**src/hw/rtl/rmjd_pkg.sv**
```systemverilog
// shared types and codes for the rate-monotonic job dispatcher
package rmjd_pkg;

  typedef enum logic [1:0] {
    MODE_PUSH  = 2'd0,
    MODE_CHECK = 2'd1,
    MODE_DISP  = 2'd2,
    MODE_RUN   = 2'd3
  } mode_e;

  typedef enum logic {
    REG_TASK_COUNT = 1'b0,
    REG_PRIO_MAP   = 1'b1
  } reg_idx_e;

  typedef enum logic [3:0] {
    S_IDLE  = 4'b0001,
    S_INIT  = 4'b0010,
    S_SWEEP = 4'b0100,
    S_DONE  = 4'b1000
  } state_e;

  localparam logic [3:0]  TASK_COUNT_RST = 4'd8;
  localparam logic [23:0] PRIO_MAP_RST   = 24'hFAC688;

  typedef struct packed {
    logic [2:0]  task_id;
    logic [15:0] remaining;
    logic [31:0] deadline;
  } entry_t;

  typedef struct packed {
    entry_t      entry;
    logic        init;
    logic        step;
    logic        chk_deadline;
    logic [31:0] clock;
    logic        run;
  } ctrl_t;

  typedef struct packed {
    logic       found;
    entry_t     entry;
    logic [5:0] misses;
  } chain_t;

endpackage

```
**src/hw/rtl/rmjd_cell.sv**
```systemverilog
// one priority level: job queue in flops, rotating compaction pass, chain link
module rmjd_cell #(
  parameter int QUEUE_DEPTH = 4
) (
  input  logic                clk_i,
  input  logic                rst_ni,
  input  rmjd_pkg::ctrl_t     ctrl_i,
  input  logic                en_i,
  input  logic                push_i,
  input  rmjd_pkg::chain_t    chain_i,
  output rmjd_pkg::chain_t    chain_o,
  output logic                full_o
);

  localparam int FW = $clog2(QUEUE_DEPTH + 1);
  localparam int IW = (QUEUE_DEPTH > 1) ? $clog2(QUEUE_DEPTH) : 1;

  rmjd_pkg::entry_t q_q [QUEUE_DEPTH];
  rmjd_pkg::entry_t q_d [QUEUE_DEPTH];
  logic [FW-1:0] fill_q, fill_d, left_q, left_d, miss_q, miss_d;
  logic [FW-1:0] last;
  rmjd_pkg::entry_t head;
  logic [31:0] diff;
  logic drop, stepping, ready_here, run;

  assign head       = q_q[0];
  assign diff       = head.deadline - ctrl_i.clock;
  assign drop       = ctrl_i.chk_deadline ? (diff[31] || (diff < {16'b0, head.remaining}))
                                          : (head.remaining == 16'd0);
  assign stepping   = ctrl_i.step && (left_q != '0);
  assign ready_here = en_i && (fill_q != '0);
  assign run        = ctrl_i.run && ready_here && !chain_i.found;
  assign last       = fill_q - FW'(1);
  assign full_o     = (fill_q == FW'(QUEUE_DEPTH));

  always_comb begin
    q_d    = q_q;
    fill_d = fill_q;
    left_d = left_q;
    miss_d = miss_q;
    if (ctrl_i.init) begin
      left_d = en_i ? fill_q : '0;
      miss_d = '0;
    end
    if (push_i && !full_o) begin
      q_d[fill_q[IW-1:0]] = ctrl_i.entry;
      fill_d = fill_q + FW'(1);
    end
    if (run && head.remaining != 16'd0) begin
      q_d[0].remaining = head.remaining - 16'd1;
    end
    if (stepping) begin
      for (int j = 0; j < QUEUE_DEPTH - 1; j++) begin
        q_d[j] = q_q[j+1];
      end
      left_d = left_q - FW'(1);
      if (drop) begin
        fill_d = fill_q - FW'(1);
        miss_d = miss_q + FW'(1);
      end else begin
        q_d[last[IW-1:0]] = head;
      end
    end
  end

  always_ff @(posedge clk_i or negedge rst_ni) begin
    if (!rst_ni) begin
      fill_q <= '0;
      left_q <= '0;
      miss_q <= '0;
    end else begin
      fill_q <= fill_d;
      left_q <= left_d;
      miss_q <= miss_d;
    end
  end

  always_ff @(posedge clk_i) begin
    q_q <= q_d;
  end

  always_comb begin
    chain_o.found  = chain_i.found | ready_here;
    chain_o.entry  = chain_i.found ? chain_i.entry : (ready_here ? head : '0);
    chain_o.misses = chain_i.misses + 6'(miss_q);
  end

endmodule

```
**src/hw/rtl/rate_monotonic_job_dispatcher.sv**
```systemverilog
// top level: config registers, sequencer, chain of priority-level cells
//
//  port group  | direction | handshake
//  ------------+-----------+-------------------------------
//  in word     | in        | in_valid_i / in_stall_o
//  out word    | out       | out_valid_o / out_stall_i
//  config      | in/out    | apb psel/penable/pready
//
// push and run results are registered in the cycle after the word; check and
// dispatch pass init, a rotating compaction sweep of every enabled cell, and done
// a new word is taken only once the previous result has been taken
// reset empties every queue and loads the default register values
// a stalled result holds its output register
module rate_monotonic_job_dispatcher #(
  parameter int MAX_TASKS   = 8,
  parameter int QUEUE_DEPTH = 4
) (
  input  logic        clk_i,
  input  logic        rst_ni,
  input  logic        in_valid_i,
  output logic        in_stall_o,
  input  logic [1:0]  mode_i,
  input  logic [2:0]  task_id_i,
  input  logic [15:0] exec_time_i,
  input  logic [31:0] abs_deadline_i,
  input  logic [31:0] clock_req_i,
  output logic        out_valid_o,
  input  logic        out_stall_i,
  output logic [2:0]  job_task_id_o,
  output logic [15:0] job_remaining_o,
  output logic [31:0] job_deadline_o,
  output logic        idle_o,
  output logic [5:0]  miss_count_o,
  output logic        overflow_o,
  input  logic        psel,
  input  logic        penable,
  input  logic        pwrite,
  input  logic [2:0]  paddr,
  input  logic [31:0] pwdata,
  output logic [31:0] prdata,
  output logic        pready
);

  localparam int FW = $clog2(QUEUE_DEPTH + 1);
  localparam int LW = (MAX_TASKS > 1) ? $clog2(MAX_TASKS) : 1;

  logic [3:0]  task_count_q;
  logic [23:0] prio_map_q;
  logic [3:0]  levels;
  rmjd_pkg::state_e state_q, state_d;
  logic [FW-1:0] sweep_q, sweep_d;
  logic          chk_q;
  logic [31:0]   clock_q;
  logic          accept, out_take;
  logic [2:0]    lvl;
  logic          tgt_ok;
  logic [MAX_TASKS-1:0] full, push_vec, en_vec;
  rmjd_pkg::chain_t chain [MAX_TASKS+1];
  rmjd_pkg::ctrl_t  ctrl;
  rmjd_pkg::mode_e  mode;
  rmjd_pkg::entry_t run_entry;

  logic        out_valid_q;
  rmjd_pkg::entry_t out_entry_q;
  logic        idle_q, ovf_q;
  logic [5:0]  miss_q;

  assign pready = 1'b1;
  assign mode   = rmjd_pkg::mode_e'(mode_i);

  always_ff @(posedge clk_i or negedge rst_ni) begin
    if (!rst_ni) begin
      task_count_q <= rmjd_pkg::TASK_COUNT_RST;
      prio_map_q   <= rmjd_pkg::PRIO_MAP_RST;
    end else if (psel && penable && pwrite) begin
      case (rmjd_pkg::reg_idx_e'(paddr[2]))
        rmjd_pkg::REG_TASK_COUNT: task_count_q <= pwdata[3:0];
        rmjd_pkg::REG_PRIO_MAP:   prio_map_q   <= pwdata[23:0];
        default: ;
      endcase
    end
  end

  always_comb begin
    case (rmjd_pkg::reg_idx_e'(paddr[2]))
      rmjd_pkg::REG_TASK_COUNT: prdata = {28'b0, task_count_q};
      rmjd_pkg::REG_PRIO_MAP:   prdata = {8'b0, prio_map_q};
      default:                  prdata = '0;
    endcase
  end

  assign levels = (task_count_q > 4'(MAX_TASKS)) ? 4'(MAX_TASKS) : task_count_q;

  assign in_stall_o = !(state_q == rmjd_pkg::S_IDLE && !out_valid_q);
  assign accept     = in_valid_i && !in_stall_o;
  assign out_take   = out_valid_q && !out_stall_i;

  assign lvl    = prio_map_q[3*task_id_i +: 3];
  assign tgt_ok = ({1'b0, task_id_i} < levels) && ({1'b0, lvl} < levels);

  always_comb begin
    for (int i = 0; i < MAX_TASKS; i++) begin
      en_vec[i]   = (4'(i) < levels);
      push_vec[i] = accept && (mode == rmjd_pkg::MODE_PUSH) && tgt_ok
                    && (lvl[LW-1:0] == LW'(i));
    end
  end

  always_comb begin
    ctrl.entry        = '{task_id: task_id_i, remaining: exec_time_i, deadline: abs_deadline_i};
    ctrl.init         = (state_q == rmjd_pkg::S_INIT);
    ctrl.step         = (state_q == rmjd_pkg::S_SWEEP);
    ctrl.chk_deadline = chk_q;
    ctrl.clock        = clock_q;
    ctrl.run          = accept && (mode == rmjd_pkg::MODE_RUN);
  end

  assign chain[0] = '0;

  for (genvar g = 0; g < MAX_TASKS; g++) begin : g_cell
    rmjd_cell #(.QUEUE_DEPTH(QUEUE_DEPTH)) u_cell (
      .clk_i   (clk_i),
      .rst_ni  (rst_ni),
      .ctrl_i  (ctrl),
      .en_i    (en_vec[g]),
      .push_i  (push_vec[g]),
      .chain_i (chain[g]),
      .chain_o (chain[g+1]),
      .full_o  (full[g])
    );
  end

  always_comb begin
    run_entry = chain[MAX_TASKS].entry;
    if (run_entry.remaining != 16'd0) begin
      run_entry.remaining = run_entry.remaining - 16'd1;
    end
  end

  always_comb begin
    state_d = state_q;
    sweep_d = sweep_q;
    case (state_q)
      rmjd_pkg::S_IDLE: begin
        if (accept && (mode == rmjd_pkg::MODE_CHECK || mode == rmjd_pkg::MODE_DISP)) begin
          state_d = rmjd_pkg::S_INIT;
        end
      end
      rmjd_pkg::S_INIT: begin
        state_d = rmjd_pkg::S_SWEEP;
        sweep_d = FW'(QUEUE_DEPTH);
      end
      rmjd_pkg::S_SWEEP: begin
        sweep_d = sweep_q - FW'(1);
        if (sweep_q == FW'(1)) begin
          state_d = rmjd_pkg::S_DONE;
        end
      end
      rmjd_pkg::S_DONE: state_d = rmjd_pkg::S_IDLE;
      default:          state_d = rmjd_pkg::S_IDLE;
    endcase
  end

  always_ff @(posedge clk_i or negedge rst_ni) begin
    if (!rst_ni) begin
      state_q     <= rmjd_pkg::S_IDLE;
      sweep_q     <= '0;
      out_valid_q <= 1'b0;
      chk_q       <= 1'b0;
    end else begin
      state_q <= state_d;
      sweep_q <= sweep_d;
      if (accept) begin
        chk_q <= (mode == rmjd_pkg::MODE_CHECK);
      end
      if (accept && (mode == rmjd_pkg::MODE_PUSH || mode == rmjd_pkg::MODE_RUN)) begin
        out_valid_q <= 1'b1;
      end else if (state_q == rmjd_pkg::S_DONE) begin
        out_valid_q <= 1'b1;
      end else if (out_take) begin
        out_valid_q <= 1'b0;
      end
    end
  end

  always_ff @(posedge clk_i) begin
    if (accept) begin
      clock_q <= clock_req_i;
    end
    if (accept && mode == rmjd_pkg::MODE_PUSH) begin
      out_entry_q <= '0;
      idle_q      <= 1'b0;
      miss_q      <= '0;
      ovf_q       <= tgt_ok && full[lvl[LW-1:0]];
    end else if (accept && mode == rmjd_pkg::MODE_RUN) begin
      out_entry_q <= run_entry;
      idle_q      <= !chain[MAX_TASKS].found;
      miss_q      <= '0;
      ovf_q       <= 1'b0;
    end else if (state_q == rmjd_pkg::S_DONE) begin
      ovf_q <= 1'b0;
      if (chk_q) begin
        out_entry_q <= '0;
        idle_q      <= 1'b0;
        miss_q      <= chain[MAX_TASKS].misses;
      end else begin
        out_entry_q <= chain[MAX_TASKS].entry;
        idle_q      <= !chain[MAX_TASKS].found;
        miss_q      <= '0;
      end
    end
  end

  assign out_valid_o     = out_valid_q;
  assign job_task_id_o   = out_entry_q.task_id;
  assign job_remaining_o = out_entry_q.remaining;
  assign job_deadline_o  = out_entry_q.deadline;
  assign idle_o          = idle_q;
  assign miss_count_o    = miss_q;
  assign overflow_o      = ovf_q;

  a_state_onehot: assert property (@(posedge clk_i) disable iff (!rst_ni)
    $onehot(state_q)) else $error("state not one-hot");

  a_valid_in_idle: assert property (@(posedge clk_i) disable iff (!rst_ni)
    out_valid_q |-> state_q == rmjd_pkg::S_IDLE) else $error("result pending outside idle");

  a_sweep_bound: assert property (@(posedge clk_i) disable iff (!rst_ni)
    state_q == rmjd_pkg::S_SWEEP |-> (sweep_q != '0 && sweep_q <= FW'(QUEUE_DEPTH)))
    else $error("sweep counter out of range");

  a_done_follows_sweep: assert property (@(posedge clk_i) disable iff (!rst_ni)
    state_q == rmjd_pkg::S_DONE |-> $past(state_q) == rmjd_pkg::S_SWEEP)
    else $error("done without sweep");

endmodule
```
**config.mk**
```make
export PLATFORM = sky130hd
export DESIGN_NAME = rate_monotonic_job_dispatcher
export DESIGN_NICKNAME = d
export VERILOG_FILES = /design/src/hw/rtl/rmjd_pkg.sv /design/src/hw/rtl/rmjd_cell.sv /design/src/hw/rtl/rate_monotonic_job_dispatcher.sv
export SDC_FILE = /design/constraint.sdc
export NUM_CORES = 2
export LEC_CHECK = 0
export BUFFER_PORTS_ARGS = -buffer_cell sky130_fd_sc_hd__buf_2
export CAP_MARGIN = 20
export CORE_MARGIN = 8
export CORE_UTILIZATION = 58
export DETAILED_ROUTE_END_ITERATION = 10
export PLACE_DENSITY = 0.77
export SETUP_SLACK_MARGIN = 0.3
export SYNTH_ARGS = -nofsm -noshare
export SYNTH_HDL_FRONTEND = slang
export SYNTH_HIERARCHICAL = 1
export SYNTH_SLANG_ARGS = --single-unit
```
**constraint.sdc**
```tcl
create_clock -name clk_i -period 6.1 [get_ports clk_i]
set_input_delay 1.22 -clock clk_i [delete_from_list [all_inputs] [get_ports clk_i]]
set_output_delay 1.22 -clock clk_i [all_outputs]
set_load 0.005 [all_outputs]
```
Word level (Yosys, flattened, before mapping)
Index checks and enable logic that the tools add are counted.

Bitwise logic cells: 24. Shifts and indexed selects: 1. Reductions and logical operators: 179. $mul: 1. Mux-type cells: 196. Eq/ne operators: 25. $lt $le $gt $ge: 52. $add $sub $neg: 57. Divide/modulo/power cells: 0.

Operators by type and width (count): $mux W204 (24); $bwmux W204 (16); $mux W51 (33); $demux W51 S2 (16); $lt A32 B16 Y1 (8); $sub A32 B32 Y32 (8); $mux W3 (72); $mux W16 (9); $reduce_bool A16 Y1 (9); $sub A16 B1 Y16 const B (9); $logic_not A16 Y1 (8); $logic_and A1 B1 Y1 (83); $reduce_bool A3 Y1 (26); $pmux W32 S2 (1); $sub A3 B1 Y3 const B (17); $add A3 B1 Y3 const B (16); $ge A3 B3 Y1 const B (16); $lt A3 B1 Y1 const B (16); $not A2 Y3 (16); $eq A3 B3 Y1 const B (12); $reduce_bool A2 Y1 (18); $add A6 B3 Y6 (4); $shiftx A24 B6 Y3 (1); $logic_not A1 Y1 (19); other kinds (33) (78).

Memories kept: 0. RAM bits: 0. Bits in registers: 1832. Input bits: 127. Latch bits: 0. Bits in read-only memories: 0.

Longest topological paths before layout
Depth after elaboration: 15. Depth in mapped cells: 29. Gate-level depth less buffers: 29.

Cells and area by module
Netlist, hierarchy kept.

By module, submodules not included: rmjd_cell (g_cell[3].u_cell ...) (cells each 1318, area an instance 13575.5 sq um, sequential area each 5840.6 sq um, times used 3); rmjd_cell (g_cell[0].u_cell ...) (cells each 1391, area an instance 13576.8 sq um, sequential area each 5840.6 sq um, times used 2); rmjd_cell (g_cell[6].u_cell) (cells each 1561, area an instance 14785.4 sq um, sequential area each 5840.6 sq um, times used 1); rmjd_cell (g_cell[2].u_cell) (cells each 1507, area an instance 14606.5 sq um, sequential area each 5840.6 sq um, times used 1); rmjd_cell (g_cell[7].u_cell) (cells each 1359, area an instance 13695.6 sq um, sequential area each 5840.6 sq um, times used 1); rate_monotonic_job_dispatcher (cells each 484, area an instance 5621.6 sq um, sequential area each 3095.5 sq um, times used 1).

Worst setup path before layout
Ideal clock, no wire load.

Kind: input to register. Start: input port in_valid_i. End: register g_cell[6].u_cell/q_q[100] (netlist bit), enable pin. Arrival time: 6.499 ns. Cell stages on the path: 11. Setup slack: -0.808 ns. Buffers on the path: 3. Required time: 5.690 ns. Library setup time: 0.410 ns. Cells stage by stage: inv_1 > nor3_1 > nand3_1 > a21o_1 > nor2_1 > nor2b_1 > clkbuf_1 > buf_1 > buf_1 > nand2_1 > nand2_1.

Cells in the longest elaborated chain, start to end: 6.

Ends and longest elaborated chain: start: declaration (RTL line rate_monotonic_job_dispatcher.sv:20) `input logic in_valid_i,`; $logic_and A1 B1 Y1 (RTL line rate_monotonic_job_dispatcher.sv:95) `assign accept = in_valid_i && !in_stall_o;`; named net accept (RTL line rate_monotonic_job_dispatcher.sv:54) `logic accept, out_take;`; $logic_and A1 B1 Y1 (2 in a row) (RTL line rate_monotonic_job_dispatcher.sv:104) `push_vec[i] = accept && (mode == rmjd_pkg::MODE_PUSH) && tgt_ok`; $logic_and A1 B1 Y1 (RTL line rate_monotonic_job_dispatcher.sv:105) `&& (lvl[LW-1:0] == LW'(i));`; named net push_vec[6] (RTL line rate_monotonic_job_dispatcher.sv:57) `logic [MAX_TASKS-1:0] full, push_vec, en_vec;`; $logic_and A1 B1 Y1 (RTL line rmjd_cell.sv:45) `if (push_i && !full_o) begin`; $reduce_bool A2 Y1 (no line); end signal: assignment (RTL line rmjd_cell.sv:79) `q_q <= q_d;`; end: declaration (RTL line rmjd_cell.sv:18) `rmjd_pkg::entry_t q_q [QUEUE_DEPTH];`.

The timed path passes the listed nets, and every way through them passes these cells. A chain may end at the register's enable or synchronous reset.

==> impl_summary.txt <==
----------------------------------------------------
[STA]
  Setup repair after global routing missed its margin ... yes
  Transition at the pin with the smallest max-transition slack ... 1290 ps
  Peak clock frequency supported by timing ... 0.165 GHz
  Setup TNS after final layout ... 0 ps
  Clock Skew ... 41.6 ps
  Worst rel slew slack ... 0.129
  Min cycle time layout ... 6060 ps
  Final worst-path cycle share ... 0.994
  Max-slew violation count ... 0
  PnR worst setup slack ... 35.2 ps
  Final setup violation count ... 0
  Final Hold Viols ... 0

[Detailed routing]
  Drt pass-1 iters ... 10
  Via density ... 6.97
  DRC violations left ... 0
  Number of nets with antenna violations after routing ... 0
  Routed wirelength normalized by instance count ... 31.1 um
  Total via count in the routed design ... 104,466
  Final WL ... 466,000 um
  Number of DRC violations after detailed-routing iteration 0 ... 14,791

[Yosys]
  Ys Warns ... 6
  Avg Inst Size Synth ... 10.0 um^2
  Count of different cell masters after synthesis ... 120
  Syn Inst Count ... 11,647
  Mapped Area ... 0.117 mm^2
  Top FF cell, synth ... edfxtp_1
  Seq cells post-synth ... 1,832
  Ys async rst share ... 0.0595
  Sequential share of the synthesized area ... 0.427
  Number of synthesized flops with an enable pin ... 1,257

[Global route]
  Largest net degree at the start of global routing ... 106
  GRT Overall Usage ... 0.403
  Grt ovf ... 0
  Initial antenna violation count ... 25
  Global-route wire length before repair ... 662,000 um
  Via count of the first global-routing pass ... 101,273

[Power]
  Power density normalized to cell area ... 304 mW/mm^2
  Reported leakage power ... 56.4 nW
  Peak supply drop ... 0.340 mV
  Total design power ... 41.5 mW

[Finish]
  Most common cell after layout, fill and taps aside ... edfxtp_1
  Area growth syn-to-layout ... 17.0%
  Util after Layout ... 0.683
  Layout Nets ... 12,778
  Layout cells sized above 1 ... 0.186
  Storage element area ... 0.0498 mm^2
  Most frequent cells in the layout ... 1,257 x edfxtp_1, 1,232 x nand2_1, 954 x mux2i_1
  Area occupied by multi-input gates ... 0.0629 mm^2
  Filler Cells Inserted ... 14,820

[Clock network]
  Number of sinks driven by the clock tree ... 1,832
  # hold bufs at CTS ... 0
  Depth of the CTS H-tree ... 4
  Clock root buffer master ... clkbuf_16
  Clock-pin slew reported for the worst setup and hold paths after clock tree synthesis ... 60 ps
  TritonCTS clock tree ... yes
  Clk buf depth ... 3
  Clock network latency to the later pin of the worst-skew pair ... 900 ps
  TritonCTS Buffers ... 200

[Floorplan]
  Placement Rows ... 164
  Top-level port count ... 221
  Area of the core ... 0.200 mm^2
  Die width ... 464 um
  Total die area ... 0.216 mm^2
  Initial standard-cell utilization of the core ... 0.583
  Die boundary height ... 464 um

[Worst setup path]
  Start-to-end type of the worst setup path ... reg -> reg
  Required arrival time at the worst endpoint ... 6830 ps
  Sort of element at the end of the critical path ... flop
  Crit path launch type ... flop
  Largest fanout of any net on the critical path ... 8
  CP Data Arrival Time ... 6800 ps

[Placed design]
  Routability congestion estimate from global placement ... 1.01
  Final HPWL from detailed placement ... 316,000 um
  Number of port buffers ... 201
  Worst setup slack before clock tree synthesis ... -279 ps

[Run]
  Reported max-cap violation count ... 0

[Run status]
  Run status ... finished clean

[Min path]
  Path class of the lowest-slack min-delay path ... in -> async

----------------------------------------------------
==> flip-flops by register name (all words and copies together), names as in the netlist <==
name / count
g_cell.u_cell/left_q: 24
state_q: 4
g_cell.u_cell/head: 408
clock_q: 32
g_cell.u_cell/fill_q: 24
job_remaining_o: 16
overflow_o: 1
idle_o: 1
g_cell.u_cell/q_q: 1224
chk_q: 1
task_count_q: 4
g_cell.u_cell/miss_q: 24
sweep_q: 3
out_valid_o: 1
miss_count_o: 6
job_deadline_o: 32
prio_map_q: 24
job_task_id_o: 3
==> routing by layer <==
metal  up-vias  share of wire  GRT usage
met5         -        0.00047    0.00446
met4        14          0.093      0.288
met3      1884           0.11      0.103
met2      7302           0.45      0.650
met1     50617           0.34      0.468
li1      44649              -          -
==> what timing repair did <==
item                        CTS  global route
resized for setup           312           287
setup endpoints to repair  2089          2061
buffers inserted             95            50
pin swaps                   108           207
cloned                       42            22
==> synth_stat cells (all sizes together), types with 14 or more instances <==
| cell | count | area, um^2 |
|---|---|---|
| o2111ai | 132 | 1160 |
| nand4 | 207 | 1310 |
| clkbuf | 568 | 2140 |
| o21ai | 1105 | 5540 |
| nor4 | 34 | 270 |
| or3 | 63 | 409 |
| buf | 285 | 2050 |
| or4 | 29 | 236 |
| mux2 | 444 | 5360 |
| o311ai | 74 | 663 |
| nor2b | 49 | 307 |
| a31oi | 110 | 733 |
| a21o | 76 | 571 |
| nor3 | 97 | 534 |
| a21oi | 447 | 2320 |
| inv | 562 | 2110 |
| and2 | 117 | 732 |
| nand3 | 422 | 2170 |
| a2111oi | 18 | 198 |
| mux2i | 967 | 9680 |
| ha | 482 | 6030 |
| a22o | 821 | 7190 |
| and3 | 29 | 196 |
| edfxtp | 1257 | 37700 |
| o21a | 74 | 556 |
| nand2 | 1258 | 4720 |
| xnor2 | 252 | 2210 |
| dfrtp | 95 | 2380 |
| and4 | 15 | 136 |
| o211ai | 155 | 1180 |
| or2 | 34 | 213 |
| a221o | 43 | 430 |
| fa | 16 | 320 |
| a211oi | 46 | 345 |
| dfstp | 14 | 368 |
| o21bai | 30 | 225 |
| nand2b | 87 | 544 |
| xor2 | 61 | 534 |
| o31ai | 26 | 200 |
| dfxtp | 466 | 9330 |
| nor2 | 386 | 1450 |
==> critical path, stage by stage, from the launching register on <==
cell and delay [ps]:
edfxtp_1 500, buf_4 290, inv_1 70, ha_1 420, nand4_1 320, a21oi_1 510, nor3_1 150, xnor2_1 150
ha_1 290, a21o_1 170, a221o_1 360, a31oi_4 180, o2111ai_2 130, or4_1 530, or3_4 360, o311a_4 430
buf_6 160, o22ai_4 140, buf_6 140, buf_12 120, buf_12 110, buf_12 150, a22o_1 170
==> logic make-up after synthesis <==
| kind of cell | share of synthesized area |
|---|---|
| flops | 0.427 |
| other cells | 0.0000644 |
| xor+xnor | 0.0235 |
| mux | 0.130 |
| simple gates | 0.117 |
| compound gates | 0.194 |
| fa+ha+maj | 0.0545 |
| buf+inv | 0.0541 |
==> cell type report <==
type                       instances  area share
inverter                         562      0.0157
clock inverter                   105     0.00978
clock buffer                     275      0.0410
antenna                            6    0.000110
tap                             2656      0.0244
timing repair buffer            1086      0.0827
sequential                      1832       0.365
multi-input combinational       8471       0.461
==> where the power goes <==
group | internal, mW | leakage [nW] | total (mW) | switching [mW]
logic | 6.00 | 35.1 | 14.2 | 8.19
registers | 13.8 | 18.0 | 14.3 | 0.541
clock network | 7.47 | 3.34 | 13.0 | 5.54
total | 27.3 | 56.4 | 41.5 | 14.3
==> through the flow <==
stage	hold WS [ps]	instances	instance area, um^2
global route	454	14987	136000
global placement	441	14393	124000
finish	404	14993	136000
floorplan	448	11716	117000
CTS	396	14910	134000
detailed placement	447	14393	124000
==> path summary, 6_finish.rpt <==
path	cells past startpoint	start	end	slack, ps
min reg2reg	2	job_remaining_o[0]	job_remaining_o[0]	460
max reg2reg	22	clock_q[11]	g_cell[6].u_cell/head[24]	40
max in group asynchronous	2	rst_ni	g_cell[1].u_cell/left_q[0]	4410
min in group clk_i	2	job_remaining_o[0]	job_remaining_o[0]	460
max	22	clock_q[11]	g_cell[6].u_cell/head[24]	40
min	1	rst_ni	prio_map_q[12]	400
Power figures use the tool's default switching activity.
